===== config.mk =====
export PLATFORM = sky130hd
export DESIGN_NAME = natpt_ctrl
export DESIGN_NICKNAME = d
export VERILOG_FILES = /design/src/rtl/core/natpt_pkg.sv /design/src/rtl/core/natpt_ctrl.sv
export SDC_FILE = /design/constraint.sdc
export NUM_CORES = 1
export LEC_CHECK = 0
export ABC_AREA = 1
export BUFFER_PORTS_ARGS = -buffer_cell sky130_fd_sc_hd__clkbuf_2
export CORE_ASPECT_RATIO = 1.75
export CORE_MARGIN = 2
export CORE_UTILIZATION = 52
export DETAILED_ROUTE_END_ITERATION = 8
export PLACE_DENSITY = 0.84
export SETUP_SLACK_MARGIN = 0.3
export SYNTH_ARGS = -nofsm -noshare
export SYNTH_HDL_FRONTEND = slang
export SYNTH_SLANG_ARGS = --single-unit

===== constraint.sdc =====
create_clock -name clock -period 4.01 [get_ports clock]
set_input_delay 0.2005 -clock clock [delete_from_list [all_inputs] [get_ports clock]]
set_output_delay 0.2005 -clock clock [all_outputs]
set_load 0.03 [all_outputs]

===== src/rtl/core/natpt_pkg.sv =====
package natpt_pkg;

   localparam int unsigned TABLE_ENTRIES_DEFAULT = 256;
   localparam logic [15:0] PORT_BASE_RESET       = 16'd8000;
   localparam int unsigned PORT_SPACE            = 65536;

   localparam logic [1:0] OP_INSERT  = 2'd0;
   localparam logic [1:0] OP_LOOKUP  = 2'd1;
   localparam logic [1:0] OP_REVERSE = 2'd2;
   localparam logic [1:0] OP_CLEAR   = 2'd3;

   localparam logic [1:0] STAT_OK        = 2'd0;
   localparam logic [1:0] STAT_NOT_FOUND = 2'd1;
   localparam logic [1:0] STAT_FULL      = 2'd2;

   localparam logic REG_PORT_BASE = 1'b0;

   typedef struct packed {
      logic [1:0]  operation;
      logic [31:0] src_addr;
      logic [15:0] orig_port;
      logic [15:0] mapped_port;
   } req_type;

   typedef struct packed {
      logic [1:0]  status;
      logic [31:0] found_addr;
      logic [15:0] found_port;
      logic [15:0] assigned_port;
      logic [8:0]  count_now;
   } rsp_type;

   typedef struct packed {
      logic [31:0] addr;
      logic [15:0] port;
   } entry_type;

endpackage


===== src/rtl/core/natpt_ctrl.sv =====
module natpt_ctrl #(
   parameter int unsigned TABLE_ENTRIES = natpt_pkg::TABLE_ENTRIES_DEFAULT,
   parameter int unsigned IW = (TABLE_ENTRIES > 1) ? $clog2(TABLE_ENTRIES) : 1,
   parameter int unsigned CW = $clog2(TABLE_ENTRIES + 1)
) (
   input  logic                 clock,
   input  logic                 reset,
   input  logic                 start,
   output logic                 busy,
   input  natpt_pkg::req_type   req_data,
   input  logic [15:0]          port_base,
   output logic                 rsp_valid,
   output natpt_pkg::rsp_type   rsp_data,
   output logic                 wr_en,
   output logic [IW-1:0]        wr_addr,
   output natpt_pkg::entry_type wr_data,
   output logic                 rd_en,
   output logic [IW-1:0]        rd_addr,
   input  natpt_pkg::entry_type rd_data
);

   typedef enum logic [1:0] {
      S_IDLE,
      S_SCAN,
      S_REV
   } state_type;

   state_type          state_ff, state_in;
   logic [CW-1:0]      count_ff, count_in;
   logic [IW-1:0]      chk_ff, chk_in;
   natpt_pkg::req_type req_ff, req_in;
   natpt_pkg::rsp_type rsp_ff, rsp_in;
   logic               rsp_valid_ff, rsp_valid_in;

   logic [16:0] port_end;
   logic        full;
   logic [15:0] rev_idx;
   logic        rev_hit;
   logic        scan_hit;
   logic        scan_last;

   always_comb begin
      port_end  = {1'b0, port_base} + 17'(count_ff);
      full      = (count_ff == CW'(TABLE_ENTRIES)) || port_end[16];
      rev_idx   = req_data.mapped_port - port_base;
      rev_hit   = 17'(rev_idx) < 17'(count_ff);
      scan_hit  = (rd_data.addr == req_ff.src_addr) && (rd_data.port == req_ff.orig_port);
      scan_last = (CW'(chk_ff) + CW'(1)) == count_ff;
   end

   always_comb begin
      state_in     = state_ff;
      count_in     = count_ff;
      chk_in       = chk_ff;
      req_in       = req_ff;
      rsp_in       = '0;
      rsp_valid_in = 1'b0;
      wr_en        = 1'b0;
      wr_addr      = count_ff[IW-1:0];
      wr_data      = {req_data.src_addr, req_data.orig_port};
      rd_en        = 1'b0;
      rd_addr      = chk_ff + IW'(1);
      case (state_ff)
         S_IDLE: begin
            if (start) begin
               req_in = req_data;
               case (req_data.operation)
                  natpt_pkg::OP_INSERT: begin
                     rsp_valid_in = 1'b1;
                     if (full) begin
                        rsp_in.status = natpt_pkg::STAT_FULL;
                     end else begin
                        wr_en                = 1'b1;
                        count_in             = count_ff + CW'(1);
                        rsp_in.status        = natpt_pkg::STAT_OK;
                        rsp_in.assigned_port = port_base + 16'(count_ff);
                     end
                  end
                  natpt_pkg::OP_LOOKUP: begin
                     if (count_ff == '0) begin
                        rsp_valid_in  = 1'b1;
                        rsp_in.status = natpt_pkg::STAT_NOT_FOUND;
                     end else begin
                        rd_en    = 1'b1;
                        rd_addr  = '0;
                        chk_in   = '0;
                        state_in = S_SCAN;
                     end
                  end
                  natpt_pkg::OP_REVERSE: begin
                     if (rev_hit) begin
                        rd_en    = 1'b1;
                        rd_addr  = rev_idx[IW-1:0];
                        state_in = S_REV;
                     end else begin
                        rsp_valid_in  = 1'b1;
                        rsp_in.status = natpt_pkg::STAT_NOT_FOUND;
                     end
                  end
                  default: begin
                     count_in      = '0;
                     rsp_valid_in  = 1'b1;
                     rsp_in.status = natpt_pkg::STAT_OK;
                  end
               endcase
            end
         end
         S_SCAN: begin
            // rd_data holds entry chk_ff; the next entry is fetched meanwhile unless the scan ends
            if (scan_hit) begin
               rsp_valid_in         = 1'b1;
               rsp_in.status        = natpt_pkg::STAT_OK;
               rsp_in.assigned_port = port_base + 16'(chk_ff);
               state_in             = S_IDLE;
            end else if (scan_last) begin
               rsp_valid_in  = 1'b1;
               rsp_in.status = natpt_pkg::STAT_NOT_FOUND;
               state_in      = S_IDLE;
            end else begin
               rd_en  = 1'b1;
               chk_in = chk_ff + IW'(1);
            end
         end
         S_REV: begin
            rsp_valid_in         = 1'b1;
            rsp_in.status        = natpt_pkg::STAT_OK;
            rsp_in.found_addr    = rd_data.addr;
            rsp_in.found_port    = rd_data.port;
            rsp_in.assigned_port = req_ff.mapped_port;
            state_in             = S_IDLE;
         end
         default: begin
            state_in = S_IDLE;
         end
      endcase
      rsp_in.count_now = 9'(count_in);
   end

   always_ff @(posedge clock) begin
      chk_ff <= chk_in;
      req_ff <= req_in;
      rsp_ff <= rsp_in;
      if (reset) begin
         state_ff     <= S_IDLE;
         count_ff     <= '0;
         rsp_valid_ff <= 1'b0;
      end else begin
         state_ff     <= state_in;
         count_ff     <= count_in;
         rsp_valid_ff <= rsp_valid_in;
      end
   end

   assign busy      = (state_ff != S_IDLE);
   assign rsp_valid = rsp_valid_ff;
   assign rsp_data  = rsp_ff;

endmodule


# --- Word level (Yosys, flattened, before mapping) ---
# Cells that the tools add are included.
word_totals:
  input_bits: 133
  register_bits: 159
  elab_cells: 101
op_classes:
  mux: 53
  magnitude_cmp: 1
  reduce_logical: 11
  n_eq_ne: 17
  addsub: 7
op_table:
  columns: ["op", "count"]
  rows:
  - ["8-bit two-way mux", 9]
  - ["16-bit two-way mux", 4]
  - ["16-bit case mux with 3 select lines", 1]
  - ["32-bit == test", 1]
  - ["8-bit case mux with 2 select lines", 2]
  - ["9-bit two-way mux", 3]
  - ["1-bit two-way mux", 18]
  - ["9-bit case mux with 2 select lines", 1]
  - ["16-bit by 9-bit adder with 17-bit output", 1]
  - ["16-bit by 8-bit adder with 16-bit output", 1]
  - ["16-bit by 9-bit adder with 16-bit output", 1]
  - ["16-bit == test", 1]
  - ["16-bit by 9-bit less-than comparator with 1-bit output", 1]
  - ["16-bit subtractor", 1]
  - ["2-bit two-way mux", 7]
  - ["2-bit case mux with 2 select lines", 3]
  - ["8-bit by 1-bit adder with 9-bit output, second input constant", 1]
  - ["9-bit by 1-bit adder with 9-bit output, second input constant", 1]
  - ["9-bit == test", 1]
  - ["9-bit == test, second input constant", 1]
  - ["9-bit zero test", 1]
  - ["3-bit != test, second input constant", 3]
  - ["8-bit by 1-bit adder with 8-bit output, second input constant", 1]
  - ["2-bit != test, second input constant", 4]
  - ["15 further kinds", 21]

# --- Longest topological paths before layout ---
# Gate-level depths: netlist of run 1.
depth:
  ltp_word: 6
  depth_mapped: 21

# --- Worst setup path after synthesis of run 1 ---
# No wires, ideal clock.
synth_path:
  kind: "flip-flop to output port"
  from: "register state_ff[1]"
  to: "output port rd_addr[0]"
  arrival_ps: 3394
  setup_slack_ps: 415
  required_time_ps: 3809
  stages_incl_launch_ff: 8
  path_buffers: 0
  path_cell_list: "dfxtp_1 nor2_1 inv_1 nor2_2 inv_1 nor2_2 nand2_2 o21ai_2"
synth_via:
  elab_chain_len: 2
synth_lines:
  columns: ["element", "line", "text"]
  rows:
  - ["from (decl)", "natpt_ctrl.sv:28", "state_type state_ff, state_in;"]
  - ["from (signal assigned)", "natpt_ctrl.sv:148", "state_ff <= state_in;"]
  - ["2-bit zero test", "natpt_ctrl.sv:63", "case (state_ff)"]
  - ["8-bit two-way mux", "natpt_ctrl.sv:63", null]
  - ["to (decl)", "natpt_ctrl.sv:18", "output logic [IW-1:0] rd_addr,"]
# Every way passes these cells.

# --- Worst setup path in the final report of run 1 ---
layout_path:
  from: "input port req_data[7] (netlist bit)"
  to: "output port rd_addr[6]"
layout_via:
  elab_chain_len: 6
layout_lines:
  columns: ["element", "line", "text"]
  rows:
  - ["from (decl)", "natpt_ctrl.sv:10", "input natpt_pkg::req_type req_data,"]
  - ["16-bit subtractor", "natpt_ctrl.sv:45", "rev_idx = req_data.mapped_port - port_base;"]
  - ["16-bit by 9-bit less-than comparator with 1-bit output", "natpt_ctrl.sv:46", "rev_hit = 17'(rev_idx) < 17'(count_ff);"]
  - ["8-bit two-way mux", "natpt_ctrl.sv:91", "if (rev_hit) begin"]
  - ["8-bit case mux with 2 select lines", "natpt_ctrl.sv:67", "case (req_data.operation)"]
  - ["8-bit two-way mux", "natpt_ctrl.sv:65", "if (start) begin"]
  - ["8-bit two-way mux", "natpt_ctrl.sv:63", null]
# Every way passes these cells.

==> out/metrics.yaml, run 1 <==
pwr:
  seqPwrFrac_pct: 42.7
  switching_share_pct: 30.1
  max-vdd-ir-drop_v: 0.000235
  p_int_mw: 2.93
  combPwrFrac_pct: 19.1
  powerDensity_nw_per_um2: 362
  p_sw_mw: 1.27
  p_leak_nw: 5.92
  p_clk_share_pct: 38.2
finish:
  n_antenna_cell: 0
  nNetsFinal: 1603
  fillers: 1302
  syn_to_final_growth_pct: 29.6
  postLayoutCellArea_um2: 11600
  drive_gt1_share_pct: 24.4
synth:
  synthSimpleGateAreaFrac_pct: 24.5
  synth.distinct_cells: 37
  synthMuxAreaShare_pct: 0
  synth-compound-area-share_pct: 5.67
  ys_ff_latch: 159
  synth_xor_area_share_pct: 6.76
  synth_area_um2: 8940
  yosysSeqAreaShare_pct: 43.7
  yosysWarnings: 0
  syn_area_per_cell_um2: 8.09
  ys_top_cells_by_area: "edfxtp_1 24%, dfxtp_1 19%, nand2_1 11%"
  yosys.area_share.adder_pct: 7.25
  synth_top_area_share_pct: 24.2
  syn-instance-count: 1105
  synth-edff-count: 72
  synth_top_family_by_area: "simple AND/OR/NAND/NOR gates"
  yosysTopAreaCell: "edfxtp_1"
  yosysMostFrequentCell: "nand2_1"
  ys_top_cells_by_count: "270 x nand2_1, 155 x inv_1, 99 x nor2_1, 87 x dfxtp_1, 72 x edfxtp_1"
  synth_nets: 1288
  async_flop_share_pct: 0
  yosys_most_used_dff: "dfxtp_1"
global_routing:
  grt_max_degree: 49
  use_met1_pct: 31.6
  antenna_found_initial: 0
  grt-ovfl-total: 0
  grt_use_met3_pct: 9.26
  grt_pass1_wl_mm: 44.7
  top_usage_layer: "met2"
  grt_pass1_vias: 8738
  grt.total_usage_pct: 32.9
  grt_use_met2_pct: 58.7
floorplan:
  rows: 63
  die_h_um: 177
  start_util_pct: 53.0
  die_w_um: 103
  die_area_um2: 18300
  core_area_um2: 16900
  io_pins: 276
setup_path:
  critPathLaunchType: "input port"
  cp.buffers_inverters: 3
  cp-startpoint: "req_data[7]"
  crit_required_ps: 3810
  crit_family: "buffers and inverters"
  crit_slowest_cell: "dlygate4sd3_1"
  crit_fanout: 8
  critical_path_class: "input port to output port"
  crit_top_cell: "nand2_1"
  ff2ff_path_depth: 8
  worst-path-stages: 16
  end_kind: "output port"
  crit_chain: "dlygate4sd3_1 > clkbuf_2 > ha_1 > xor2_1 > ha_1 > a21oi_1 > o21a_1 > nand2_1 > nand2_1 > nand4_4 > nor2_8 > nand2_1 > nand2_1 > nand2_1 > nand2_1 > clkbuf_2"
  critical_path_arrival_ps: 3390
  cpPeakStageDelay_ps: 560
  r2r-start: "req_ff[40]"
timing:
  drv_slew: 0
  setup_tns_ps: 0
  timing.fmax_mhz: 279
  fin_crit_sh_pct: 89.5
  min_period_ps: 3590
  slew-limit-headroom_pct: 49.0
  tightest_slew_ps: 765
  hold_violations: 0
  rsz0062_at_grt: "false"
  setup_viol: 0
  finClkSkew_ps: 11.7
placement:
  postPlaceCellArea_um2: 10200
  portBuffers: 275
  dp_hpwl_mm: 21.4
  gp_congestion: 1.01
cts:
  clk_pin_slew_worst_paths_ps: 60
  clk_latency_ps: 420
  cts_made_buffers: 17
  cts.sinks: 159
  cts_tree: "built"
  clock_path_buffers: 2
  cts-resized-gates: 0
  cts_root_buf: "clkbuf_16"
  h-tree-depth: 4
outcome:
  status: "completed"
drt:
  drt.antenna.violating_nets: 0
  routed_wl_mm: 30.1
  vias_per_cell: 5.24
  vias: 8691
  firstDrtPassIters: 5
  route.detailed.drc: 0
  drtIter0Drc: 619
  routedWlPerCell_um: 18.1
min_path:
  hold_depth: 3
  worstHoldStart: "rd_data[12]"
  min_path_type: "input port to register"
job:
  drv_cap: 0
cells in the final DEF, fill, tap and decap left out, types with 9 or more instances in the layout:
master,synthesis,final
a21oi_1,48,48
clkbuf_16,0,17
clkbuf_2,0,275
dfxtp_1,87,87
dlygate4sd3_1,0,81
edfxtp_1,72,72
ha_1,47,47
inv_1,155,155
inv_2,9,9
nand2_1,270,270
nand3_1,67,67
nand4_1,25,25
nor2_1,99,99
nor3_1,9,9
o211ai_1,9,9
o21ai_0,21,21
xnor2_1,39,39
xor2_1,30,30
through the flow:
stage               utilization, %  setup slack (ps)  power, mW  std cells  hold WS (ps)
floorplan                        -               415       2.31       1105           270
global placement              60.4               652       2.52       1547           395
detailed placement            60.4               592       2.54       1547           395
global route                  68.6               319       4.36       1660          2.45
finish                        68.6               420       4.20       1660          6.76
CTS                           68.6               521       4.18       1660         0.684
tightest hold or removal path: stages:
cell and delay, ps:
clkbuf_2 100, inv_1 50, nor2_1 30
power by group through the flow:
stage                     Clock (mW)  Combinational (mW)  Sequential, mW
after global routing            1.69               0.875            1.79
after detailed placement           0               0.712            1.82
after floorplan                    0               0.474            1.83
after global placement             0               0.702            1.82
final                           1.60               0.803            1.79
after CTS                       1.61               0.779            1.79
path summary, 6_finish.rpt:
check | endpoint | slack [ps]
max | rd_addr[6] | 420
min reg2reg | rsp_data[17] | 470
min | rsp_data[37] | 7
max reg2reg | chk_ff[0] | 1190
kinds of logic (layout without fill, tap and decap cells):
kind of cell             count (synthesis)  count (layout)
AND/OR/NAND/NOR                        505             505
buffers and inverters                  232             560
flip-flops                             159             159
AO/OA/AOI/OAI                           90              90
XOR/XNOR                                69              69
adder cells (fa/ha/maj)                 50              50
state kept, by name, summed over array words and instances, names as in the netlist:
signal,flops
rsp_data,75
rsp_valid,1
state_ff,2
chk_ff,8
req_ff,64
count_ff,9
per-layer routing:
metal  vias to the layer above  wire length, um
met5                         -                0
met4                         0             2190
met3                       118             2190
met2                       455            15500
met1                      4000            10200
li1                       4118                -
layout make-up:
class | instances | area [um2] | area share, %
multi-input combinational | 714 | 3960 | 34.2
inverter | 166 | 623 | 5.38
clock buffer | 17 | 425 | 3.67
timing repair buffer | 362 | 2230 | 19.3
sequential | 159 | 3900 | 33.7
clock inverter | 15 | 153 | 1.32
tap | 227 | 284 | 2.45
timing repair:
item	CTS	global route
setup endpoints to repair	0	0
setup buffers	0	0
hold endpoints to repair	81	0
hold buffers	81	0
No activity file was read; power rests on OpenSTA's default activity.
==> run 2: changes to the inputs <==
--- a/config.mk
+++ b/config.mk
@@ -9,9 +9,10 @@
 export BUFFER_PORTS_ARGS = -buffer_cell sky130_fd_sc_hd__clkbuf_2
 export CORE_ASPECT_RATIO = 1.75
 export CORE_MARGIN = 2
-export CORE_UTILIZATION = 52
+export CORE_UTILIZATION = 40
 export DETAILED_ROUTE_END_ITERATION = 8
-export PLACE_DENSITY = 0.84
+export GPL_TIMING_DRIVEN = 0
+export PLACE_DENSITY = 0.68
 export SETUP_SLACK_MARGIN = 0.3
 export SYNTH_ARGS = -nofsm -noshare
 export SYNTH_HDL_FRONTEND = slang
==> run 2 against run 1 <==
Effect of this change:
- wire length down 3.5%
- first-iteration DRC count shrank 17%
- global-route usage shrank 8.2 points
- worst hold slack better by 23 ps
- clock power grew 2%
- cell area increased by 7.2%
- critical path depth decreased by 2
- non-clock buffer count rose by 85
==> out/metrics.yaml, run 2 (same netlist as run 1, synthesis figures left out) <==
outcome:
  status: "completed"
drt:
  routedWlPerCell_um: 16.0  # -12%
  firstDrtPassIters: 5  # unchanged
  routed_wl_mm: 29.1  # -3.5%
  drt.antenna.violating_nets: 0  # unchanged
  route.detailed.drc: 0  # unchanged
  vias_per_cell: 4.75  # -9.3%
  drtIter0Drc: 514  # -17%
  vias: 8624  # -0.77%
placement:
  dp_hpwl_mm: 21.8  # +1.7%
  postPlaceCellArea_um2: 10700  # +5.4%
  portBuffers: 275  # unchanged
  gp_congestion: 0.936  # -7.5%
finish:
  most-common-layout-cells: "275 x clkbuf_2, 270 x nand2_1, 155 x inv_1, 104 x dlygate4sd3_1, 99 x nor2_1"
  syn_to_final_growth_pct: 38.8
  postLayoutCellArea_um2: 12400  # +7.2%
  nNetsFinal: 1688  # +5.3%
  fin_util_pct: 56.4  # -12 points
  mostFrequentLayoutCell: "clkbuf_2"
  drive_gt1_share_pct: 26.5  # +2.1 points
  largest_reg_flops: 75  # unchanged
timing:
  drv_slew: 0  # unchanged
  min_period_ps: 3640  # +52.5 ps
  tightest_slew_ps: 867  # +102 ps
  rsz0062_at_grt: "false"
  timing.fmax_mhz: 275  # -1.4%
  finClkSkew_ps: 10.6  # -1.10 ps
  setup_viol: 0  # unchanged
  whs_ps: 30.1  # +23.3 ps
  fin_crit_sh_pct: 90.8  # +1.3 points
  slew-limit-headroom_pct: 42.0  # -7.0 points
  hold_violations: 0  # unchanged
setup_path:
  r2r-start: "count_ff[3]"
  crit_required_ps: 3810  # about the same
  critPathLaunchType: "input port"
  reg2reg_slack_ps: 1140  # -50 ps
  critical_path_arrival_ps: 3440  # +50 ps
  crit_fanout: 8  # unchanged
  worstReg2RegEnd: "rsp_data[9]"
  ff2ff_path_depth: 12  # +4
  end_kind: "output port"
  critical_path_class: "input port to output port"
min_path:
  min_path_type: "input port to register"
  hold_depth: 3  # unchanged
  worstHoldStart: "rd_data[26]"
  worstHoldEndpoint: "rsp_data[51]"
global_routing:
  grt_pass1_wl_mm: 43.5  # -2.8%
  grt_max_degree: 36  # -27%
  grt_use_met3_pct: 4.85  # -4.4 points
  grt_pass1_vias: 8766  # +0.32%
  antenna_found_initial: 2  # +2
  use_met1_pct: 21.9  # -9.8 points
  grt-ovfl-total: 0  # unchanged
  grt.total_usage_pct: 24.7  # -8.2 points
  top_usage_layer: "met2"
  grt_use_met2_pct: 46.9  # -12 points
floorplan:
  die_h_um: 202  # +14%
  io_pins: 276  # unchanged
  rows: 72  # +14%
  die_area_um2: 23600  # +29%
  start_util_pct: 40.7  # -12 points
  core_area_um2: 22000  # +30%
  die_w_um: 117  # +13%
cts:
  cts_made_buffers: 17  # unchanged
  cts_root_buf: "clkbuf_16"
  cts_tree: "built"
  cts.sinks: 159  # unchanged
  post_cts_buffers: 0  # unchanged
  h-tree-depth: 4  # unchanged
  clk_pin_slew_worst_paths_ps: 60  # about the same
  clock_path_buffers: 2  # unchanged
  clk_latency_ps: 440  # +20 ps
pwr:
  p_total_mw: 4.28  # +2.0%
  p_leak_nw: 6.30  # +6.4%
  max-vdd-ir-drop_v: 0.000263  # +12%
  powerDensity_nw_per_um2: 345  # -4.8%
job:
  drv_cap: 0  # unchanged
==> run 2: where the power goes <==
group / switching [mW] / internal [mW] / leakage (nW) / total, mW
logic: 0.508 / 0.345 / 4.61 / 0.853
clock network: 0.667 / 0.973 / 0.291 / 1.64
registers: 0.0275 / 1.76 / 1.40 / 1.79
total: 1.20 / 3.08 / 6.30 / 4.28
==> run 2: layout make-up <==
cell class | count | area, um2
diodes | 2 | 5.00
plain buffers | 66 | 458
clock buffers | 20 | 468
clock inverters | 12 | 131
fillers | 1973 | 9570
inverters | 166 | 623
multi-input cells | 714 | 3980
flip-flops and latches | 159 | 3900
well taps | 296 | 370
repair buffers | 381 | 2460
==> run 2: worst max-delay path by stage <==
stage                            start          to  slack, ps  depth (start not counted)
after CTS                  req_data[7]  rd_addr[1]        330                         14
after global placement     state_ff[1]  rd_addr[5]       -620                          9
after global routing      port_base[1]  rd_addr[2]        290                         20
after detailed placement  port_base[2]  rd_addr[1]        360                         20
after floorplan            state_ff[1]  rd_addr[0]        420                          7
final                      req_data[7]  rd_addr[1]        370                         14
==> run 2: repair_timing <==
item,in CTS,in global routing
hold buffers,104,0
gates resized for setup,0,4
setup endpoints to repair,0,9
hold endpoints to repair,104,0
==> run 2: stage by stage <==
| stage | worst slack, ps | TNS (ps) | cells |
|---|---|---|---|
| finish | 367 | 0 | 1816 |
| global route | 286 | 0 | 1816 |
| CTS | 329 | 0 | 1814 |
| detailed placement | 355 | 0 | 1678 |
| global placement | -616 | -17440 | 1676 |
| floorplan | 415 | 0 | 1105 |
==> run 2: worst max-delay path, cell delays in order <==
cell	delay (ps)
dlygate4sd3_1	560
clkbuf_2	140
ha_1	380
xor2_2	350
ha_1	310
a21oi_1	170
o21a_1	140
nand2_1	70
nand2_1	130
nand4_4	250
nor2_8	210
nand2_2	100
o21ai_2	170
clkbuf_2	230
==> run 2: routing by layer <==
| metal | part of all wire [%] | routed length, um |
|---|---|---|
| met5 | 0 | 0 |
| met4 | 6.9 | 2000 |
| met3 | 5.3 | 1550 |
| met2 | 55 | 15900 |
| met1 | 33 | 9640 |
==> run 3: changes to the inputs <==
==> constraint.sdc (replaced) <==
create_clock -name clock -period 4.45 [get_ports clock]
set_input_delay 0.2225 -clock clock [delete_from_list [all_inputs] [get_ports clock]]
set_output_delay 0.2225 -clock clock [all_outputs]
set_load 0.03 [all_outputs]
==> run 3 against run 2 <==
Effect of this change:
- worst setup slack better by 68 ps
- register-to-register slack better by 460 ps
- clock skew up 1.4 ps
- sequential power down 10%
- worst hold slack worse by 18 ps
- power down 9.9%
- via count down 0.30%
- clock power down 9.8%
==> out/metrics.yaml, run 3 (same netlist as run 1, synthesis figures left out) <==
pwr:
  max-vdd-ir-drop_v: 0.000239  # -9.2%
  powerDensity_nw_per_um2: 314  # -9.1%
  p_total_mw: 3.86  # -9.9%
  p_leak_nw: 6.25  # -0.81%
finish:
  drive_gt1_share_pct: 26.8  # +0.30 points
  fillers: 1988  # +0.76%
  seq_area_um2: 3900  # unchanged
  mostFrequentLayoutCell: "clkbuf_2"
  most-common-layout-cells: "275 x clkbuf_2, 270 x nand2_1, 155 x inv_1, 98 x nor2_1, 91 x dlygate4sd3_1"
  nNetsFinal: 1675  # -0.77%
  postLayoutCellArea_um2: 12300  # -0.87%
  largest_reg_flops: 75  # unchanged
  multiInputGateArea_um2: 4010  # +0.63%
  syn_to_final_growth_pct: 37.6
cts:
  cts_root_buf: "clkbuf_16"
  post_cts_buffers: 0  # unchanged
  clock_path_buffers: 2  # unchanged
  clk_latency_ps: 450  # about the same
  cts_tree: "built"
  cts.sinks: 159  # unchanged
  clk_pin_slew_worst_paths_ps: 70  # about the same
  h-tree-depth: 4  # unchanged
  cts_made_buffers: 17  # unchanged
setup_path:
  crit_required_ps: 4230  # +420 ps
  ff2ff_path_depth: 12  # unchanged
  worstReg2RegEnd: "rsp_data[9]"
  critical_path_arrival_ps: 3790  # +350 ps
  r2r-start: "count_ff[3]"
  reg2reg_slack_ps: 1600  # +460 ps
  crit_fanout: 8  # unchanged
  critical_path_class: "input port to output port"
  critPathLaunchType: "input port"
  end_kind: "output port"
timing:
  drv_slew: 0  # unchanged
  finClkSkew_ps: 12.0  # +1.40 ps
  min_period_ps: 4010
  setup_tns_ps: 0  # unchanged
  slew-limit-headroom_pct: 42.9  # +0.87 points
  hold_violations: 0  # unchanged
  timing.fmax_mhz: 249
  whs_ps: 12.1  # -18.0 ps
  tightest_slew_ps: 853  # -13.0 ps
  fin_crit_sh_pct: 90.2
  setup_viol: 0  # unchanged
  rsz0062_at_grt: "false"
placement:
  gp_congestion: 0.936  # unchanged
  postPlaceCellArea_um2: 10700  # unchanged
  portBuffers: 275  # unchanged
  dp_hpwl_mm: 21.8  # unchanged
floorplan:
  die_h_um: 202  # unchanged
  start_util_pct: 40.7  # unchanged
  rows: 72  # unchanged
  die_w_um: 117  # unchanged
  die_area_um2: 23600  # unchanged
  core_area_um2: 22000  # unchanged
  io_pins: 276  # unchanged
min_path:
  hold_depth: 2  # -1
  worstHoldEndpoint: "count_ff[8]"
  worstHoldStart: "reset"
  min_path_type: "input port to register"
global_routing:
  grt_pass1_wl_mm: 42.8  # -1.5%
  antenna_found_initial: 1  # -1
  grt.total_usage_pct: 24.4  # -0.33 points
  grt-ovfl-total: 0  # unchanged
  grt_max_degree: 36  # unchanged
  grt_pass1_vias: 8628  # -1.6%
drt:
  vias_per_cell: 4.77  # +0.47%
  drtIter0Drc: 508  # -1.2%
  drt.antenna.violating_nets: 0  # unchanged
  vias: 8598  # -0.30%
  routed_wl_mm: 28.7  # -1.3%
  routedWlPerCell_um: 15.9  # -0.54%
  route.detailed.drc: 0  # unchanged
  firstDrtPassIters: 5  # unchanged
job:
  drv_cap: 0  # unchanged
outcome:
  status: "completed"
-- run 3: cell count changes in the layout (fill, tap and decap cells not counted), sizes merged --
cell	delta
diode	-1
dlygate4sd3	-13
-- run 3: cell type report --
| type | instances | area share (%) |
|---|---|---|
| antenna | 1 | 0.0203 |
| buffer | 66 | 3.72 |
| clock buffer | 20 | 3.80 |
| clock inverter | 12 | 1.07 |
| inverter | 166 | 5.07 |
| multi-input combinational | 714 | 32.6 |
| sequential | 159 | 31.7 |
| tap | 296 | 3.01 |
| timing repair buffer | 368 | 19.0 |
-- run 3: stage by stage --
step	setup slack (ps)	instances	utilization [%]
floorplan	833	1105	-
CTS	330	1801	55.7
finish	436	1802	56.0
global placement	-198	1676	48.6
global route	308	1802	56.0
detailed placement	751	1678	48.8
-- run 3: routing by layer --
layer | GRT usage [%] | vias to the layer above | wire [um]
met5 | 0 | - | 0
met2 | 46.7 | 342 | 15700
li1 | - | 4273 | -
met3 | 4.49 | 110 | 1520
met4 | 16.6 | 0 | 1920
met1 | 22.0 | 3873 | 9500
-- run 3: worst max-delay path: stages --
cell and delay, ps:
dlygate4sd3_1 530, clkbuf_2 120, ha_2 410, nand2_1 130, nor2_1 140, nand2_1 70, nand3_1 150, xor2_2 320
ha_1 300, nand2_1 80, inv_1 40, nand4_1 80, nand2_1 80, nand2_1 130, nand4_4 250, nor2_8 210
nand2_2 100, o21ai_2 170, clkbuf_2 240
-- run 3: how the worst max path moves through the flow --
stage                  from         end  slack (ps)
5_1_grt         req_data[3]  rd_addr[2]         310
4_1_cts         req_data[3]  rd_addr[1]         330
2_1_floorplan   state_ff[1]  rd_addr[0]         830
3_5_place_dp   port_base[2]  rd_addr[1]         750
3_3_place_gp    state_ff[1]  rd_addr[5]        -200
6_report        req_data[5]  rd_addr[0]         440
-- run 3: repair_timing --
| action | CTS | global route |
|---|---|---|
| setup endpoints to repair | 0 | 9 |
| hold endpoints to repair | 91 | 0 |
| hold buffers | 91 | 0 |
| gates resized for setup | 0 | 7 |
-- run 3: power by group --
| part | switching [mW] | internal, mW |
|---|---|---|
| clock network | 0.608 | 0.877 |
| registers | 0.0246 | 1.59 |
| logic | 0.456 | 0.307 |
| total | 1.09 | 2.77 |
